File: config.mk
export PLATFORM = sky130hd
export DESIGN_NAME = cascaded_prescaled_timer_bank_unit
export DESIGN_NICKNAME = d
export VERILOG_FILES = /design/src/hdl/cptb_pkg.sv /design/src/hdl/cptb_timer.sv /design/src/hdl/cascaded_prescaled_timer_bank_unit.sv
export SDC_FILE = /design/constraint.sdc
export NUM_CORES = 1
export LEC_CHECK = 0
export BUFFER_PORTS_ARGS = -buffer_cell sky130_fd_sc_hd__buf_4
export CORE_ASPECT_RATIO = 1.1
export CORE_UTILIZATION = 60
export DETAILED_ROUTE_END_ITERATION = 16
export PLACE_DENSITY = 0.85
export SETUP_SLACK_MARGIN = 0.1
export SLEW_MARGIN = 30
export SYNTH_ARGS = -nofsm -noshare
export SYNTH_HDL_FRONTEND = slang
export SYNTH_SLANG_ARGS = --single-unit
File: constraint.sdc
create_clock -name aclk -period 4.6 [get_ports aclk]
set_input_delay 0.69 -clock aclk [delete_from_list [all_inputs] [get_ports aclk]]
set_output_delay 0.69 -clock aclk [all_outputs]
set_load 0.03 [all_outputs]
File: src/hdl/cptb_pkg.sv
// Shared types and constants for the cascaded prescaled timer bank.
// Holds the item structs, opcode codes, control byte layout and prescale masks.
// No dependencies.
package cptb_pkg;

    // Cycle count width; the count advances on executed tick items
    localparam int CYCLE_W = 10;

    // Configuration register indexes
    localparam int CFG_INDEX_W = 1;
    localparam logic [CFG_INDEX_W-1:0] CFG_FIFO_A_TIMER = 1'b0;
    localparam logic [CFG_INDEX_W-1:0] CFG_FIFO_B_TIMER = 1'b1;

    // Control byte layout
    localparam int CTRL_CASCADE = 2;
    localparam int CTRL_IRQ_EN  = 6;
    localparam int CTRL_ENABLE  = 7;

    // Number of timers that can show up in the irq field
    localparam int IRQ_W = 4;

    typedef enum logic [1:0] {
        OP_TICK    = 2'd0,
        OP_RELOAD  = 2'd1,
        OP_CONTROL = 2'd2,
        OP_NOP     = 2'd3
    } op_t;

    typedef struct packed {
        op_t        opcode;
        logic [1:0] timer_select;
        logic       byte_lane;
        logic [7:0] write_data;
    } in_item_t;

    typedef struct packed {
        logic [IRQ_W-1:0] irq_pulses;
        logic             fifo_a_pulse;
        logic             fifo_b_pulse;
    } out_item_t;

    // Per-timer events toward the top level
    typedef struct packed {
        logic overflow;
        logic irq;
    } timer_evt_t;

    // Prescale select to cycle count mask
    function automatic logic [CYCLE_W-1:0] prescale_mask(input logic [1:0] sel);
        logic [CYCLE_W-1:0] m;
        case (sel)
            2'd0:    m = 10'd0;
            2'd1:    m = 10'd63;
            2'd2:    m = 10'd255;
            default: m = 10'd1023;
        endcase
        return m;
    endfunction

endpackage

File: src/hdl/cptb_timer.sv
// One timer channel: reload/control latches, mode bits and the counter.
// Depends on cptb_pkg. Chained through carry_in / evt.overflow for cascade.
module cptb_timer #(
    parameter int COUNTER_WIDTH = 16,
    parameter int TIMER_INDEX   = 0
) (
    input  logic                     aclk,
    input  logic                     aresetn,
    input  logic                     exec,
    input  cptb_pkg::in_item_t       item,
    input  logic [cptb_pkg::CYCLE_W-1:0] cycle_count,
    input  logic                     carry_in,
    output cptb_pkg::timer_evt_t     evt
);
    import cptb_pkg::*;

    logic [COUNTER_WIDTH-1:0] cnt_reg, cnt_next;
    logic [COUNTER_WIDTH-1:0] reload_reg, reload_next;
    logic [15:0]              lat_reload_reg, lat_reload_next;
    logic [1:0]               pend_reg, pend_next;
    logic [7:0]               lat_ctrl_reg, lat_ctrl_next;
    logic                     ctrl_pend_reg, ctrl_pend_next;
    logic [1:0]               presc_reg, presc_next;
    logic                     casc_reg, casc_next;
    logic                     irq_en_reg, irq_en_next;
    logic                     en_reg, en_next;

    logic                     selected;
    logic [15:0]              r16;
    logic [COUNTER_WIDTH-1:0] reload_eff;
    logic [1:0]               presc_eff;
    logic                     casc_eff, irq_eff, en_eff, armed;
    logic [COUNTER_WIDTH-1:0] cnt_start;
    logic [COUNTER_WIDTH:0]   sum;
    logic                     hit, inc, ovf;

    assign selected = (int'(item.timer_select) == TIMER_INDEX);

    // Latch phase: merge pending reload bytes and take the control byte
    always_comb begin
        r16 = 16'(reload_reg);
        if (pend_reg[0]) begin
            r16[7:0] = lat_reload_reg[7:0];
        end
        if (pend_reg[1]) begin
            r16[15:8] = lat_reload_reg[15:8];
        end
        reload_eff = COUNTER_WIDTH'(r16);

        presc_eff = presc_reg;
        casc_eff  = casc_reg;
        irq_eff   = irq_en_reg;
        en_eff    = en_reg;
        armed     = 1'b0;
        if (ctrl_pend_reg) begin
            presc_eff = lat_ctrl_reg[1:0];
            irq_eff   = lat_ctrl_reg[CTRL_IRQ_EN];
            en_eff    = lat_ctrl_reg[CTRL_ENABLE];
            casc_eff  = (TIMER_INDEX != 0) ? lat_ctrl_reg[CTRL_CASCADE] : 1'b0;
            armed     = !en_reg && lat_ctrl_reg[CTRL_ENABLE];
        end
    end

    // Reload and count phases
    always_comb begin
        cnt_start = armed ? reload_eff : cnt_reg;
        hit       = ((cycle_count & prescale_mask(presc_eff)) == '0);
        inc       = en_eff && (casc_eff ? carry_in : hit);
        sum       = {1'b0, cnt_start} + {{COUNTER_WIDTH{1'b0}}, 1'b1};
        ovf       = exec && (item.opcode == OP_TICK) && inc && sum[COUNTER_WIDTH];
    end

    assign evt.overflow = ovf;
    assign evt.irq      = ovf && irq_eff;

    // Next state per item
    always_comb begin
        cnt_next        = cnt_reg;
        reload_next     = reload_reg;
        lat_reload_next = lat_reload_reg;
        pend_next       = pend_reg;
        lat_ctrl_next   = lat_ctrl_reg;
        ctrl_pend_next  = ctrl_pend_reg;
        presc_next      = presc_reg;
        casc_next       = casc_reg;
        irq_en_next     = irq_en_reg;
        en_next         = en_reg;
        if (exec) begin
            unique case (item.opcode)
                OP_TICK: begin
                    reload_next    = reload_eff;
                    pend_next      = 2'b00;
                    ctrl_pend_next = 1'b0;
                    presc_next     = presc_eff;
                    casc_next      = casc_eff;
                    irq_en_next    = irq_eff;
                    en_next        = en_eff;
                    if (!inc) begin
                        cnt_next = cnt_start;
                    end else if (sum[COUNTER_WIDTH]) begin
                        cnt_next = reload_eff;
                    end else begin
                        cnt_next = sum[COUNTER_WIDTH-1:0];
                    end
                end
                OP_RELOAD: begin
                    if (selected) begin
                        if (item.byte_lane) begin
                            lat_reload_next[15:8] = item.write_data;
                            pend_next[1]          = 1'b1;
                        end else begin
                            lat_reload_next[7:0] = item.write_data;
                            pend_next[0]         = 1'b1;
                        end
                    end
                end
                OP_CONTROL: begin
                    if (selected) begin
                        lat_ctrl_next  = item.write_data;
                        ctrl_pend_next = 1'b1;
                    end
                end
                OP_NOP: begin
                end
            endcase
        end
    end

    always_ff @(posedge aclk) begin
        if (!aresetn) begin
            cnt_reg        <= '0;
            reload_reg     <= '0;
            lat_reload_reg <= '0;
            pend_reg       <= '0;
            lat_ctrl_reg   <= '0;
            ctrl_pend_reg  <= 1'b0;
            presc_reg      <= '0;
            casc_reg       <= 1'b0;
            irq_en_reg     <= 1'b0;
            en_reg         <= 1'b0;
        end else begin
            cnt_reg        <= cnt_next;
            reload_reg     <= reload_next;
            lat_reload_reg <= lat_reload_next;
            pend_reg       <= pend_next;
            lat_ctrl_reg   <= lat_ctrl_next;
            ctrl_pend_reg  <= ctrl_pend_next;
            presc_reg      <= presc_next;
            casc_reg       <= casc_next;
            irq_en_reg     <= irq_en_next;
            en_reg         <= en_next;
        end
    end

endmodule

File: src/hdl/cascaded_prescaled_timer_bank_unit.sv
// Cascaded prescaled timer bank: input register, timer chain, result register.
// Each accepted item waits in the input register, then its result is registered.
// One item per cycle while m_ready holds; the cascade carry chain sets the cycle time.
// Reset: synchronous, active low; all timer state, the cycle count and the
// FIFO timer selects clear to zero at once, with no clearing pass.
// Depends on cptb_pkg and cptb_timer.
module cascaded_prescaled_timer_bank_unit #(
    parameter int NUM_TIMERS    = 4,
    parameter int COUNTER_WIDTH = 16
) (
    input  logic                             aclk,
    input  logic                             aresetn,
    input  logic                             s_valid,
    output logic                             s_ready,
    input  cptb_pkg::in_item_t               s_data,
    output logic                             m_valid,
    input  logic                             m_ready,
    output cptb_pkg::out_item_t              m_data,
    input  logic                             cfg_wr_en,
    input  logic [cptb_pkg::CFG_INDEX_W-1:0] cfg_index,
    input  logic                             cfg_wr_data
);
    import cptb_pkg::*;

    logic               in_valid_reg, in_valid_next;
    in_item_t           in_item_reg;
    logic               out_valid_reg, out_valid_next;
    out_item_t          out_item_reg, out_item_next;
    logic [CYCLE_W-1:0] cycle_reg, cycle_next;
    logic               fifo_a_reg, fifo_b_reg;
    logic               exec;
    logic [NUM_TIMERS:0] carry;
    timer_evt_t         evt [NUM_TIMERS];
    logic [IRQ_W-1:0]   irq;

    // Handshake: execute when the result register is free or being drained
    assign exec    = in_valid_reg && (!out_valid_reg || m_ready);
    assign s_ready = !in_valid_reg || exec;
    assign m_valid = out_valid_reg;
    assign m_data  = out_item_reg;

    always_comb begin
        in_valid_next = in_valid_reg;
        if (s_valid && s_ready) begin
            in_valid_next = 1'b1;
        end else if (exec) begin
            in_valid_next = 1'b0;
        end
        out_valid_next = out_valid_reg;
        if (exec) begin
            out_valid_next = 1'b1;
        end else if (m_ready) begin
            out_valid_next = 1'b0;
        end
    end

    // Timer chain
    assign carry[0] = 1'b0;
    for (genvar t = 0; t < NUM_TIMERS; t++) begin : g_timer
        cptb_timer #(
            .COUNTER_WIDTH(COUNTER_WIDTH),
            .TIMER_INDEX  (t)
        ) u_timer (
            .aclk       (aclk),
            .aresetn    (aresetn),
            .exec       (exec),
            .item       (in_item_reg),
            .cycle_count(cycle_reg),
            .carry_in   (carry[t]),
            .evt        (evt[t])
        );
        assign carry[t+1] = evt[t].overflow;
    end

    // Only the low timers can report an irq
    for (genvar i = 0; i < IRQ_W; i++) begin : g_irq
        if (i < NUM_TIMERS) begin : g_on
            assign irq[i] = evt[i].irq;
        end else begin : g_off
            assign irq[i] = 1'b0;
        end
    end

    // Result and cycle count
    always_comb begin
        out_item_next              = out_item_reg;
        cycle_next                 = cycle_reg;
        if (exec) begin
            out_item_next.irq_pulses   = irq;
            out_item_next.fifo_a_pulse = fifo_a_reg ? evt[1].overflow : evt[0].overflow;
            out_item_next.fifo_b_pulse = fifo_b_reg ? evt[1].overflow : evt[0].overflow;
            if (in_item_reg.opcode == OP_TICK) begin
                cycle_next = cycle_reg + 1'b1;
            end
        end
    end

    always_ff @(posedge aclk) begin
        if (!aresetn) begin
            in_valid_reg  <= 1'b0;
            out_valid_reg <= 1'b0;
            cycle_reg     <= '0;
        end else begin
            in_valid_reg  <= in_valid_next;
            out_valid_reg <= out_valid_next;
            cycle_reg     <= cycle_next;
        end
    end

    // Payload registers
    always_ff @(posedge aclk) begin
        if (s_valid && s_ready) begin
            in_item_reg <= s_data;
        end
        out_item_reg <= out_item_next;
    end

    // Configuration registers
    always_ff @(posedge aclk) begin
        if (!aresetn) begin
            fifo_a_reg <= 1'b0;
            fifo_b_reg <= 1'b0;
        end else if (cfg_wr_en) begin
            unique case (cfg_index)
                CFG_FIFO_A_TIMER: fifo_a_reg <= cfg_wr_data;
                CFG_FIFO_B_TIMER: fifo_b_reg <= cfg_wr_data;
            endcase
        end
    end

`ifndef SYNTH
    // A write or idle item yields an all-zero result
    a_write_zero: assert property (@(posedge aclk) disable iff (!aresetn)
        (exec && in_item_reg.opcode != OP_TICK) |=> (m_valid && m_data == '0))
        else $error("non-tick item produced nonzero result");

    // Cycle count moves only on executed ticks
    a_cycle_hold: assert property (@(posedge aclk) disable iff (!aresetn)
        !(exec && in_item_reg.opcode == OP_TICK) |=> $stable(cycle_reg))
        else $error("cycle count moved without a tick");

    a_cycle_step: assert property (@(posedge aclk) disable iff (!aresetn)
        (exec && in_item_reg.opcode == OP_TICK) |=>
        (cycle_reg == CYCLE_W'($past(cycle_reg) + 1'b1)))
        else $error("cycle count did not advance on tick");
`endif

endmodule
Word-level counts from Yosys, hierarchy flattened
Index checks and enable logic that the tools add are counted.
- $add $sub $neg: 5
- equal/unequal tests: 23
- muxes and demuxes: 72
- bitwise logic cells: 6
- reduce and logical (&&, ||, !) cells: 72
- operators with widths (operator ; count):
    $mux W16 ; 12
    $pmux W10 S3 ; 4
    $add A16 B1 Y17 const B ; 4
    $mux W8 ; 8
    $reduce_and A4 Y1 ; 16
    $and A10 B10 Y10 ; 4
    $logic_not A10 Y1 ; 4
    $mux W1 ; 32
    $reduce_and A3 Y1 ; 8
    $logic_and A1 B1 Y1 ; 23
    $mux W2 ; 8
    $ne A2 B1 Y1 const B ; 8
    $pmux W2 S2 ; 4
    $eq A2 B2 Y1 const B ; 7
    $eq A2 B1 Y1 const B ; 6
    $logic_not A2 Y1 ; 6
    $add A10 B1 Y10 const B ; 1
    $pmux W1 S2 ; 4
    $reduce_bool A2 Y1 ; 4
    $logic_not A1 Y1 ; 6
    $reduce_and A2 Y1 ; 3
    $ne A2 B2 Y1 const B ; 2
    $logic_or A1 B1 Y1 ; 2
    $not A1 Y1 ; 2
- register bits after elaboration: 289
- input bits: 20
- output and inout port bits: 8
- logic and storage cells: 238

Longest topological paths before layout
- word-level depth: 22
- gate-level depth with buffers: 17
- mapped depth without buffers: 12

Cells and area by module
Synthesis repeated with hierarchy kept, for this count alone.
- cells, all modules: 1891
- area, all modules: 15584.9 um^2
- modules (own cells, without submodules) (module ; instances ; cells each ; area an instance (um^2) ; sequential area each (um^2)):
    cptb_timer (g_timer[1].u_timer ...) ; 2 ; 452 ; 3562.2 ; 1221.2
    cptb_timer (g_timer[0].u_timer) ; 1 ; 437 ; 3638.5 ; 1201.2
    cptb_timer (g_timer[3].u_timer) ; 1 ; 453 ; 3575.9 ; 1221.2
    cascaded_prescaled_timer_bank_unit ; 1 ; 97 ; 1246.2 ; 850.8

Worst setup path after synthesis
Ideal clock, no wire load.
- path kind: register -> register
- start: register g_timer[2].u_timer.ctrl_pend_reg
- end: register g_timer[3].u_timer.cnt_reg[9]
- arrival time: 3.431 ns
- required time: 4.483 ns
- setup slack: 1.051 ns
- cell stages (with the launch flop): 17
- clock period less this slack: 3.549 ns
- cells stage by stage: dfxtp_1 clkbuf_1 nand3b_1 clkbuf_1 clkbuf_1 buf_1 nand2_1 o21ai_0 ha_1 o21ai_0 nor3_2 a21oi_1 a211oi_2 buf_4 mux2i_1 nand2_1 a32o_1
- longest elaborated chain between the ends: 12
- RTL lines (element ; RTL line ; source):
    from (decl) ; cptb_timer.sv:22 ; logic ctrl_pend_reg, ctrl_pend_next;
    from (signal assigned) ; cptb_timer.sv:147 ; ctrl_pend_reg <= ctrl_pend_next;
    $mux W2 ; cptb_timer.sv:55 ; if (ctrl_pend_reg) begin
    $eq A2 B2 Y1 (tied with other cells) ; cptb_pkg.sv:51 ; case (sel)
    $pmux W10 S3 ; cptb_pkg.sv:51 ;
    $and A10 B10 Y10 ; cptb_timer.sv:67 ; hit = ((cycle_count & prescale_mask(presc_eff)) == '0);
    $logic_not A10 Y1 ; cptb_timer.sv:67 ;
    $mux W1 ; cptb_timer.sv:68 ; inc = en_eff && (casc_eff ? carry_in : hit);
    $logic_and A1 B1 Y1 ; cptb_timer.sv:68 ;
    $logic_and A1 B1 Y1 ; cptb_timer.sv:70 ; ovf = exec && (item.opcode == OP_TICK) && inc && sum[COUNTER_WIDTH];
    $logic_and A1 B1 Y1 (*) ; cptb_timer.sv:70 ;
    $mux W1 (*) ; cptb_timer.sv:68 ;
    $logic_and A1 B1 Y1 (*) ; cptb_timer.sv:68 ;
    $mux W16 (*) ; cptb_timer.sv:98 ; if (!inc) begin
    to (signal assigned) ; cptb_timer.sv:142 ; cnt_reg <= cnt_next;
    to (decl) ; cptb_timer.sv:17 ; logic [COUNTER_WIDTH-1:0] cnt_reg, cnt_next;
Every way passes the cells marked *; elsewhere a longest branch is shown, timed or not.
A chain may end at the register's enable or synchronous reset.

Worst setup path after layout
- start: register g_timer[2].u_timer.pend_reg[0]
- end: register g_timer[2].u_timer.cnt_reg[3]
- longest elaborated chain between the ends: 5
- RTL lines (element ; RTL line ; source):
    from (decl) ; cptb_timer.sv:20 ; logic [1:0] pend_reg, pend_next;
    from (signal assigned) ; cptb_timer.sv:145 ; pend_reg <= pend_next;
    $mux W8 (*) ; cptb_timer.sv:42 ; if (pend_reg[0]) begin
    $mux W16 ; cptb_timer.sv:66 ; cnt_start = armed ? reload_eff : cnt_reg;
    $add A16 B1 Y17 ; cptb_timer.sv:69 ; sum = {1'b0, cnt_start} + {{COUNTER_WIDTH{1'b0}}, 1'b1};
    $mux W16 ; cptb_timer.sv:100 ; end else if (sum[COUNTER_WIDTH]) begin
    $mux W16 (*) ; cptb_timer.sv:98 ;
    to (signal assigned) ; cptb_timer.sv:142 ;
    to (decl) ; cptb_timer.sv:17 ;
Marked as above.

==> flow_summary.json <==
{
  "status": "completed",
  "io_buffer_count": 27,
  "dp_cells": 2015,
  "hold-worst-slack_ns": 0.3015,
  "pwr-share-comb_pct": 4.3,
  "path_class": "flip-flop to flip-flop",
  "tightest_slew_ns": 0.9820,
  "path_depth": 10,
  "ys_types": 83,
  "core-area_um2": 24620,
  "seq_area_frac_synth_pct": 37.77,
  "grt_pass1_vias": 12600,
  "insertion_delay_ns": 0.56,
  "pwr-share-clk_pct": 47.0,
  "instances_no_fill": 2069,
  "peakVddDrop_mv": 0.2878,
  "via_per_inst": 6.479,
  "die_height_um": 168.6,
  "arrival_ns": 4.46,
  "total_power_w": 0.005161,
  "grt_pass1_wl_um": 63480,
  "crit_required_ns": 5.03,
  "ys.flop_type": "dfxtp_1",
  "cts-root-buf": "clkbuf_16",
  "syn-num-nets": 1813,
  "syn_area_um2": 15130,
  "finalWirelength_um": 39480,
  "met2_length_um": 18400,
  "grt_overflow": 0,
  "p_int_w": 0.003960,
  "met3WireLength_um": 2986,
  "ios": 28,
  "end_kind": "flip-flop",
  "vias": 13410,
  "critPathSlowestCell": "dfxtp_1",
  "ant_nets": 0,
  "routedLengthMet1_um": 16180,
  "n_antenna_cell": 0,
  "max_stage_delay_ns": 0.80,
  "power_density_nw_per_um2": 315.3,
  "avgSynthCellArea_um2": 8.464,
  "synthTopCellsByCount": "dfxtp_1 (257), nand2_1 (224), mux2i_1 (176), nor2_1 (131), nor2b_1 (102)",
  "cts_resized": 0,
  "rr_worst_depth": 10,
  "cp-start-kind": "flip-flop",
  "rr_startpoint": "g_timer[2].u_timer.pend_reg[0]",
  "swShare_pct": 23.28,
  "cts_tree": "yes",
  "critPathTopFamily": "compound AO/OA/AOI/OAI gates",
  "finClkSkew_ns": 0.01639,
  "worst-path-buf-inv": 0,
  "cts_sinks": 276,
  "finalCriticalPeriod_ns": 4.035,
  "hold_path_end": "in_item_reg[5]",
  "synthMostInstantiatedCell": "dfxtp_1",
  "min_path_type": "input pin to flip-flop",
  "rsz0062_at_grt": "false",
  "crit_top_cell": "o21ai_0",
  "synth-edff-count": 19,
  "fp.dieArea_um2": 25860,
  "drcViolationCount": 0,
  "antenna_found_initial": 0,
  "crit_chain": "mux2i_1, o21ai_0, ha_1, o21ai_0, nor3_2, nand2_1, a31oi_1, nor3_1, a2111oi_0, nor3b_1",
  "drt_iter0_drc": 1187,
  "tns_ns": 0,
  "whs_path_depth": 1,
  "worst_slack_ns": 0.5648,
  "gr-usage-all-layers_pct": 29.94,
  "post-cts-setup-buffer-count": 0,
  "cts-hold-fix-buffers": 0,
  "clockBufferDepth": 3,
  "timing.rr.end": "g_timer[2].u_timer.cnt_reg[3]",
  "synth_seq_cells": 276,
  "maxSlewHeadroom_pct": 34.29,
  "synthArstFlopShare_pct": 0,
  "htreeDepth": 1,
  "firstDrtPassIters": 5,
  "yosys_warnings": 0,
  "cts-buffers-inserted": 29,
  "wl_per_cell_um": 19.08,
  "slew_violations": 0,
  "dieWidth_um": 153.4,
  "grt_max_degree": 190,
  "worstHoldStart": "s_data[5]",
  "synth_top_cell_area_share_pct": 34.00,
  "maxCapViolCount": 0,
  "place_congestion": 0.9135,
  "fin_nets": 1761,
  "yosys.area.top_type": "dfxtp_1",
  "net-switching-power_w": 0.001201,
  "hpwlAfterDp_um": 25300,
  "fin_crit_sh_pct": 87.72,
  "synthTopCellsByArea": "dfxtp_1 (34%), mux2i_1 (12%), nand2_1 (5.6%)",
  "drive_above_1_share_pct": 9.039,
  "rows": 60,
  "hold_viol": 0,
  "fmax_mhz": 247.8,
  "dr.max_layer_used": "met4",
  "area_delta_synth_final_pct": 8.168,
  "p_leak_nw": 5.987,
  "seq_power_share_pct": 48.8,
  "syn_inst": 1788,
  "start_util_pct": 61.46,
  "setup_viol": 0,
  "clk_pin_slew_ns": 0.07,
  "dp_worst_setup_slack_ns": 0.7470,
  "cp_max_fo": 19,
  "ff2ff_setup_slack_ns": 0.56
}
==> metrics by stage <==
step	cell area, µm²	util, %
2_1_floorplan	15130	-
3_3_place_gp	15370	62.44
3_5_place_dp	15370	62.44
4_1_cts	16360	66.44
5_1_grt	16370	66.48
6_report	16370	66.48
==> routing by layer <==
metal  up-vias  GRT usage, %
li1       6382             -
met1      6317         36.89
met2       571         50.92
met3       135         4.736
met4         0         15.00
met5         -             0
==> power by group through the flow <==
stage	Combinational (W)	Sequential, W	Clock (W)
floorplan	0.000167	0.00253	0
global placement	0.000210	0.00256	0
detailed placement	0.000215	0.00257	0
CTS	0.000218	0.00251	0.00244
global route	0.000238	0.00252	0.00253
finish	0.000221	0.00252	0.00242
==> layout make-up <==
class,instances,area [µm²]
Clock buffer,41,863.3
Clock inverter,13,121.4
Fill cell,1961,8254
Inverter,18,67.56
Multi-Input combinational cell,1361,8822
Sequential cell,276,5715
Tap cell,310,387.9
Timing Repair Buffer,50,391.6
==> cell usage in the layout (no fill, tap or decap), drive strengths merged, types with 10 or more instances in the layout <==
cell | netlist | layout
a31oi | 27 | 27
nor3 | 32 | 32
and2 | 17 | 17
nor3b | 10 | 10
o211a | 48 | 48
o211ai | 10 | 10
nor2b | 102 | 102
inv | 18 | 19
a22o | 11 | 11
nand3b | 19 | 19
and3 | 14 | 14
mux2 | 27 | 27
a211oi | 22 | 22
o21ai | 84 | 84
nor2 | 131 | 131
mux2i | 176 | 176
nand3 | 80 | 80
a21oi | 98 | 98
nand2 | 225 | 225
a21boi | 51 | 51
buf | 33 | 50
o22ai | 17 | 17
edfxtp | 19 | 19
clkbuf | 100 | 41
dfxtp | 257 | 257
==> how the worst max path moves through the flow <==
stage	from	end	slack, ns
4_1_cts	g_timer[2].u_timer.pend_reg[0]	g_timer[2].u_timer.cnt_reg[3]	0.72
3_3_place_gp	g_timer[0].u_timer.ctrl_pend_reg	g_timer[3].u_timer.cnt_reg[9]	0.85
5_1_grt	g_timer[2].u_timer.pend_reg[0]	g_timer[2].u_timer.cnt_reg[3]	0.28
3_5_place_dp	g_timer[0].u_timer.ctrl_pend_reg	g_timer[3].u_timer.cnt_reg[9]	0.75
2_1_floorplan	g_timer[2].u_timer.ctrl_pend_reg	g_timer[3].u_timer.cnt_reg[9]	1.05
6_report	g_timer[2].u_timer.pend_reg[0]	g_timer[2].u_timer.cnt_reg[3]	0.56
==> cell families (layout without fill, tap and decap cells) <==
group                    Yosys count  after routing  share of synthesized area [%]
AO/OA/AOI/OAI                    463            463                          21.45
buffers and inverters            151            122                          4.101
XOR/XNOR                          10             10                         0.5788
multiplexers                     203            203                          13.68
adder cells (fa/ha/maj)            5              5                         0.4134
flip-flops                       276            276                          37.77
AND/OR/NAND/NOR                  680            680                          22.02
Power figures use the tool's default switching activity.
